### src/lz_flagword_decompressor_assert.svh
// Assertion macros shared by the decompressor RTL.
`ifndef LZ_FLAGWORD_DECOMPRESSOR_ASSERT_SVH
`define LZ_FLAGWORD_DECOMPRESSOR_ASSERT_SVH
`ifndef SYNTHESIS
// Checked while out of reset.
`define LZFD_ASSERT(lbl, prop, msg) \
    lbl: assert property (@(posedge clk) disable iff (!rst_n) prop) else $error(msg);
// Checked on every edge, reset included.
`define LZFD_ASSERT_ALWAYS(lbl, prop, msg) \
    lbl: assert property (@(posedge clk) prop) else $error(msg);
`else
`define LZFD_ASSERT(lbl, prop, msg)
`define LZFD_ASSERT_ALWAYS(lbl, prop, msg)
`endif
`endif

### src/lzfd_pkg.sv
// Shared types, constants and token decode for the flag-word LZ decompressor.
`default_nettype none
package lzfd_pkg;

    localparam int LEN_W            = 31;
    localparam int WINDOW_BYTES     = 16384;
    localparam int HIST_AW          = $clog2(WINDOW_BYTES);
    localparam int TOKEN_SHIFT_BASE = 14;
    localparam int ITEMS_PER_FLAG   = 30;
    localparam int MIN_MATCH        = 3;
    localparam int BACK_W           = 15;
    localparam int MLEN_W           = 6;

    typedef logic [LEN_W-1:0] len_t;

    typedef enum logic [1:0] {
        ERR_OK      = 2'd0,
        ERR_DIST    = 2'd1,
        ERR_OVERRUN = 2'd2,
        ERR_EARLY   = 2'd3
    } err_t;

    typedef struct packed {
        len_t diff;
        logic lt;
    } alu_res_t;

    typedef struct packed {
        logic [BACK_W-1:0] back;
        logic [MLEN_W-1:0] mlen;
    } tok_t;

    // Split a 16-bit match token by the group's shift selector.
    function automatic tok_t token_split(input logic [15:0] t, input logic [1:0] shift_n);
        logic [13:0] mask;
        logic [15:0] sh;
        tok_t        r;
        mask   = 14'h3FFF >> shift_n;
        sh     = t >> (5'(TOKEN_SHIFT_BASE) - 5'(shift_n));
        r.back = BACK_W'(t[13:0] & mask) + BACK_W'(1);
        r.mlen = MLEN_W'(sh) + MLEN_W'(MIN_MATCH);
        return r;
    endfunction

endpackage
`default_nettype wire

### src/lzfd_alu.sv
// Shared subtract/compare unit used by the decoder sequencer.
`default_nettype none
module lzfd_alu (
    input  wire lzfd_pkg::len_t   op_a,
    input  wire lzfd_pkg::len_t   op_b,
    output lzfd_pkg::alu_res_t    res
);
    import lzfd_pkg::*;

    logic [LEN_W:0] full;

    assign full     = {1'b0, op_a} - {1'b0, op_b};
    assign res.diff = full[LEN_W-1:0];
    assign res.lt   = full[LEN_W];   // borrow: op_a < op_b

endmodule
`default_nettype wire

### config.mk
export PLATFORM = sky130hd
export DESIGN_NAME = lzfd_alu
export DESIGN_NICKNAME = d
export VERILOG_FILES = /design/src/lz_flagword_decompressor_assert.svh /design/src/lzfd_pkg.sv /design/src/lzfd_alu.sv
export SDC_FILE = /design/constraint.sdc
export NUM_CORES = 1
export LEC_CHECK = 0
export BUFFER_PORTS_ARGS = -buffer_cell sky130_fd_sc_hd__buf_4
export CAP_MARGIN = 20
export CORE_ASPECT_RATIO = 1.2
export CORE_MARGIN = 3
export CORE_UTILIZATION = 49
export DETAILED_ROUTE_END_ITERATION = 8
export MAX_ROUTING_LAYER = met4
export PLACE_DENSITY = 0.95
export SLEW_MARGIN = 20
export SYNTH_ARGS = -nofsm -noshare
export SYNTH_HDL_FRONTEND = slang
export SYNTH_SLANG_ARGS = --single-unit
### constraint.sdc
create_clock -name vclk -period 2.6
set_clock_uncertainty 0.1 [all_clocks]
set_input_delay 0 -clock vclk [all_inputs]
set_output_delay 0 -clock vclk [all_outputs]
set_load 0.03 [all_outputs]
==> results of run 1 <==
how the worst max path moves through the flow:
stage / start / endpoint / slack [ps] / cells after the start
after floorplan: op_a[0] / res[31] / 290 / 10
after global placement: op_a[0] / res[29] / 230 / 12
after detailed placement: op_a[0] / res[29] / 140 / 12
after CTS: op_a[0] / res[29] / 130 / 12
after global routing: op_a[0] / res[19] / 50 / 12
final: op_a[0] / res[29] / 190 / 12
cell families (layout without fill, tap and decap cells):
logic type	count (synthesis)	count (layout)	synth area share, %
adder cells (fa/ha/maj)	32	32	21.7
AO/OA/AOI/OAI	99	99	37.5
buffers and inverters	46	134	9.79
XOR/XNOR	27	27	12.6
AND/OR/NAND/NOR	74	74	18.4
layout make-up:
class	count	area, um^2	area share [%]
Multi-Input combinational cell	232	1700	64.9
Inverter	40	150	5.73
Tap cell	52	65.1	2.48
Timing Repair Buffer	94	706	26.9
cells in the final DEF (no fill, tap or decap), drive strengths merged, types with 3 or more instances in the layout:
cell / n
a211o: 4
o21ai: 20
a21o: 6
nor3: 4
nand2: 24
nand4: 3
a211oi: 7
o21a: 5
a21oi: 35
xor2: 14
and3: 4
xnor2: 13
nor2: 22
inv: 40
buf: 94
nand3: 7
ha: 31
o211ai: 4
nand2b: 5
metrics by stage:
| step | cells | util, % | power [mW] |
|---|---|---|---|
| 2_1_floorplan | 278 | - | 0.632 |
| 3_3_place_gp | 418 | 71.4 | 0.935 |
| 3_5_place_dp | 418 | 71.4 | 0.950 |
| 4_1_cts | 418 | 71.4 | 0.954 |
| 5_1_grt | 418 | 71.5 | 1.03 |
| 6_report | 418 | 71.5 | 0.958 |
worst min-delay path, cell delays in order:
cell and delay, ps:
buf_4 80, ha_1 100, inv_1 30, buf_4 150
power groups by stage:
stage | clock network [mW] | logic [mW] | registers (mW)
after detailed placement | 0 | 0.950 | 0
after CTS | 0 | 0.954 | 0
after global routing | 0 | 1.03 | 0
final | 0 | 0.958 | 0
after floorplan | 0 | 0.632 | 0
after global placement | 0 | 0.935 | 0
layer usage:
layer / GRT usage [%] / part of all wire [%] / routed length [um]
met4: 5.88 / 2.2 / 122
met3: 2.45 / 5.6 / 315
met1: 24.2 / 38 / 2140
met5: - / 0 / 0
met2: 50.0 / 54 / 3040
timing repair:
action,CTS,global route
hold buffers,0,0
setup endpoints to repair,0,1
resized for setup,0,1
==> flow_summary.ini, run 1 <==
[routing]
wirelength_um = 5620
ant_nets = 0
dr.first_iter.drc_count = 102
wire_per_inst_um = 13.4
vias_per_cell = 5.63
dr.pass1.iters = 4
vias = 2355
drcViolationCount = 0

[timing]
setup_tns_ps = 0
max_slew.worst_pin.slew_ps = 469
timing.hold.ws_ps = 270
setup_viol = 0
rsz0062_at_grt = false
timing.final.crit_share_pct = 92.7
post-route-min-period_ps = 2410
finalMaxSlewViolations = 0
fin_ws_ps = 190
hold_viol = 0
slew_headroom_pct = 68.5
fmax_mhz = 415

[floorplan]
core_um2 = 3660
num_io_pins = 94
initial_core_util_pct = 51.3
die_w_um = 62.5
rows = 24
die_area_um2 = 4620
die_y_um = 73.8

[grt]
grt_max_degree = 11
grt_use_total_pct = 24.2
grt-ovfl-total = 0
first_global_vias = 2263
antenna_found_initial = 0
grt_pass1_wl_um = 9320

[synth]
yosysMostFrequentCell = inv_1
netlist_top_cells_area = ha_1 21%, a21oi_1 8.0%, inv_1 8.0%
ys_top_cells_by_count = 40 x inv_1, 31 x ha_1, 30 x a21oi_1, 24 x nand2_1, 22 x nor2_1
yosys.area.top_type = ha_1
avgSynthCellArea_um2 = 6.76
yosys.cell_types.count = 50
seq_area_frac_synth_pct = 0
syn_inst = 278
yosysWarningCount = 0
synth_nets = 372
synth.top_cell.area_share_pct = 20.6
syn_area_um2 = 1880

[power_and_ir_drop]
clkPwrFrac_pct = 0
p_switching_uw = 569
power_density_nw_per_um2 = 366
combPwrFrac_pct = 100.0
ir_drop_mv = 0.260
switching_share_pct = 59.4
p_int_uw = 389
p_leak_nw = 1.39
seqPwrFrac_pct = 0

[setup_path]
path_buf_inv = 3
cp-end-kind = primary output
cp-start-kind = input pin
crit_path_frequent_cell = buf_4
crit_arrival_ps = 2310
cpLargestDelayFamily = compound AO/OA/AOI/OAI gates
cp_max_fo = 3
crit_required_ps = 2500
critical_path.max_stage_delay_ps = 400
crit_chain = buf_4 > inv_1 > ha_1 > fa_1 > and2b_1 > o211ai_2 > a21oi_2 > a211oi_2 > o41ai_2 > a41oi_1 > a21boi_2 > buf_4
slowest_stage = fa_1
crit_type = in2out

[final_layout]
finalInstanceArea_um2 = 2620
fillers = 339
layout-drive-gt1-share_pct = 30.3
nFlopsAndLatches = 0
fin_nets = 462
nClkBuffers = 0
antenna_cells = 0
area_growth_pct = 39.4
seq_area_um2 = 0

[hold_path]
hold_class = in2out
holdPathEnd = res[1]
min_path_cells = 4
hp-start = op_b[0]

[clocking]
cts_setup_buffers = 0

[placement]
port_buffers = 94
placed_area_um2 = 2620
place_ws_ps = 140
place_hpwl_um = 4860
gp_congestion = 0.886

[status]
status = complete, no violations

[job]
cap_viol_max_count = 0
Power figures use the tool's default switching activity.
==> run 2, diff against run 1 <==
--- a/config.mk
+++ b/config.mk
@@ -11,6 +11,7 @@
 export CORE_MARGIN = 3
 export CORE_UTILIZATION = 49
 export DETAILED_ROUTE_END_ITERATION = 8
+export GPL_ROUTABILITY_DRIVEN = 0
 export MAX_ROUTING_LAYER = met4
 export PLACE_DENSITY = 0.95
 export SLEW_MARGIN = 20
==> constraint.sdc (replaced) <==
create_clock -name vclk -period 2.7
set_clock_uncertainty 0.1 [all_clocks]
set_input_delay 0 -clock vclk [all_inputs]
set_output_delay 0 -clock vclk [all_outputs]
set_load 0.03 [all_outputs]
==> flow_summary.ini, run 2 (synthesized netlist as in run 1, its figures left out) <==
[power_and_ir_drop]
ir_drop_mv = 0.206
power_density_nw_per_um2 = 352
p_leak_nw = 1.39

[final_layout]
nClkBuffers = 0
fin_nets = 462
multiInputGateArea_um2 = 1700
antenna_cells = 0
seq_area_um2 = 0
utilization_pct = 71.4
nFlopsAndLatches = 0
finalInstanceArea_um2 = 2620
final_common_cell = buf_4
area_growth_pct = 39.2
layout-drive-gt1-share_pct = 30.1
final_cell_mix = 94 x buf_4, 40 x inv_1, 31 x ha_1
fillers = 315

[setup_path]
crit_path_frequent_cell = buf_4
cp_max_fo = 3
slowest_stage = fa_1
cp-start-kind = input pin
crit_required_ps = 2600
crit_chain = buf_4 > inv_1 > ha_1 > fa_1 > and2b_1 > o211ai_2 > a21oi_1 > a211oi_2 > o41ai_2 > a41oi_1 > a21boi_2 > buf_4
crit_type = in2out
cp-end-kind = primary output
crit_arrival_ps = 2370
critical_path.max_stage_delay_ps = 390

[grt]
grt_use_met2_pct = 46.6
first_global_vias = 2209
antenna_found_initial = 0
grt_use_total_pct = 23.7
busiest_layer = met2
grt-ovfl-total = 0
met1_usage_pct = 24.5
grt_max_degree = 11
globalRouteMet3Util_pct = 2.75
grt_pass1_wl_um = 9120

[floorplan]
die_area_um2 = 4620
die_w_um = 62.5
rows = 24
initial_core_util_pct = 51.3
core_um2 = 3660
die_y_um = 73.8
num_io_pins = 94

[routing]
ant_nets = 0
drcViolationCount = 1
dr.pass1.iters = 7
dr.first_iter.drc_count = 139
wire_per_inst_um = 13.1
wirelength_um = 5480
vias = 2394
vias_per_cell = 5.73

[timing]
timing.hold.ws_ps = 275
setup_tns_ps = 0
hold_viol = 0
fin_ws_ps = 231
fmax_mhz = 405
slew_headroom_pct = 70.7
finalMaxSlewViolations = 0
post-route-min-period_ps = 2470
max_slew.worst_pin.slew_ps = 436
rsz0062_at_grt = false
timing.final.crit_share_pct = 91.4
setup_viol = 0

[placement]
port_buffers = 94
placed_area_um2 = 2620
place_hpwl_um = 4780
place_ws_ps = 273

[clocking]
cts_resized = 0
cts_setup_buffers = 0
cts_hold_buf = 0

[hold_path]
hold_class = in2out

[job]
cap_viol_max_count = 0

[status]
status = finished with violations
violations = design-rule violations
[run 2: cell counts in the layout (fill, tap and decap cells not counted)]
No cell type changed its count.
[run 2: power breakdown]
part	switching (mW)	internal [mW]
registers	0	0
clock network	0	0
logic	0.547	0.374
total	0.547	0.374
[run 2: area by class of cell]
cell class,count,share of cell area (%)
tap,52,2.49
timing repair buffer,94,27.0
inverter,40,5.74
multi-input combinational,232,64.8
[run 2: final timing paths]
check                 cells after the start     from      end  slack (ps)
worst max-delay path                     12  op_a[0]  res[29]         230
worst min-delay path                      4  op_b[0]   res[1]         280
[run 2: stage by stage]
step | power (mW) | std cells
after CTS | 0.918 | 418
after global routing | 0.987 | 418
after global placement | 0.900 | 418
after detailed placement | 0.914 | 418
after floorplan | 0.609 | 278
final | 0.921 | 418
[run 2: metal layers]
layer	vias to the layer above	share of wire (%)
li1	1175	-
met1	1081	37
met2	124	52
met3	14	7.8
met4	0	2.5
met5	-	0
[run 2: critical path, delay by kind of cell]
kind / cells / cell delay (ps)
and+or+nand+nor: 1 / 240
AOI/OAI and AO/OA: 6 / 1250
buffers and inverters: 3 / 280
adders and majority gates: 2 / 590
==> run 3, diff against run 2 <==
--- a/config.mk
+++ b/config.mk
@@ -14,6 +14,8 @@
 export GPL_ROUTABILITY_DRIVEN = 0
 export MAX_ROUTING_LAYER = met4
 export PLACE_DENSITY = 0.95
+export RECOVER_POWER = 100
+export SETUP_SLACK_MARGIN = 0.4
 export SLEW_MARGIN = 20
 export SYNTH_ARGS = -nofsm -noshare
 export SYNTH_HDL_FRONTEND = slang
==> flow_summary.ini, run 3 (synthesized netlist as in run 1, its figures left out) <==
[floorplan]
num_io_pins = 94
die_y_um = 73.8
die_w_um = 62.5
initial_core_util_pct = 51.3
core_um2 = 3660
die_area_um2 = 4620
rows = 24

[job]
cap_viol_max_count = 0

[final_layout]
seq_area_um2 = 0
final_common_cell = buf_4
final_cell_mix = 73 x buf_4, 39 x inv_1, 30 x a21oi_1
area_growth_pct = 40.1
antenna_cells = 0
fin_nets = 465
layout-drive-gt1-share_pct = 27.1
fillers = 311
nClkBuffers = 0
utilization_pct = 71.9
nFlopsAndLatches = 0
finalInstanceArea_um2 = 2630

[routing]
vias_per_cell = 5.83
dr.pass1.iters = 5
dr.first_iter.drc_count = 164
wirelength_um = 6220
ant_nets = 0
drcViolationCount = 0
vias = 2454
wire_per_inst_um = 14.8

[power_and_ir_drop]
power_density_nw_per_um2 = 346
p_leak_nw = 1.35
ir_drop_mv = 0.227
total_power_uw = 911

[grt]
grt_max_degree = 11
antenna_found_initial = 0
grt-ovfl-total = 0
grt_pass1_wl_um = 9810
first_global_vias = 2397
grt_use_total_pct = 26.0

[timing]
slew_headroom_pct = 72.3
rsz0062_at_grt = true
finalMaxSlewViolations = 0
hold_viol = 0
setup_tns_ps = 0
timing.final.crit_share_pct = 91.9
setup_viol = 0
max_slew.worst_pin.slew_ps = 413
post-route-min-period_ps = 2480
fmax_mhz = 403
timing.hold.ws_ps = 309

[setup_path]
cp-start-kind = input pin
critical_path.max_stage_delay_ps = 350
cp_max_fo = 3
crit_type = in2out
worstSetupStartpoint = op_a[0]
cp-end-kind = primary output
slowest_stage = a211o_1
crit_required_ps = 2600
crit_chain = buf_6 > inv_4 > ha_4 > fa_2 > and2b_1 > o211ai_2 > a211o_1 > a21oi_4 > nand3_2 > o21ai_2 > xor2_1 > clkbuf_1
crit_arrival_ps = 2380

[clocking]
cts_hold_buf = 0

[hold_path]
hold_class = in2out
hp-start = op_b[0]

[placement]
port_buffers = 94
place_hpwl_um = 4930
placed_area_um2 = 2620

[status]
status = complete, no violations
-- run 3: cell count changes in the layout (fill, tap and decap cells not counted), moves of 2 or more --
cell,delta
o31ai_2,-2
buf_4,-21
clkbuf_1,+18
ha_1,-2
buf_6,+6
-- run 3: metrics by stage --
stage / cells / setup WS, ps
detailed placement: 418 / 245
finish: 421 / 218
global route: 421 / 152
CTS: 420 / 354
floorplan: 278 / 413
global placement: 418 / 330
-- run 3: power breakdown --
part           internal, mW  switching [mW]
combinational         0.345           0.567
sequential                0               0
clock                     0               0
total                 0.345           0.567
-- run 3: final timing paths --
check	to	depth (start not counted)
hold / removal	res[1]	4
setup / recovery	res[19]	12
-- run 3: final cells by class --
| type | count | area (um^2) | share of cell area [%] |
|---|---|---|---|
| Tap cell | 52 | 65.1 | 2.47 |
| Inverter | 40 | 153 | 5.80 |
| Multi-Input combinational cell | 232 | 1730 | 65.8 |
| Timing Repair Buffer | 97 | 683 | 25.9 |
-- run 3: worst max-delay path: cells and delay by family --
| family | cells | cell delay, ps |
|---|---|---|
| fa+ha+maj | 2 | 490 |
| buf+inv | 3 | 450 |
| compound gates | 4 | 860 |
| xor+xnor | 1 | 200 |
| simple gates | 2 | 370 |
-- run 3: timing repair --
action	4_1_cts	5_1_grt
pin swaps	8	14
buffers inserted	2	1
resized for setup	9	13
endpoints found under the setup margin	7	11
-- run 3: per-layer routing --
layer,share of wire (%),global-route usage [%],vias to the layer above
met2,54,53.3,147
met4,2.5,8.33,0
met1,36,24.8,1108
met3,7.4,3.82,22
li1,-,-,1177
met5,0,-,-
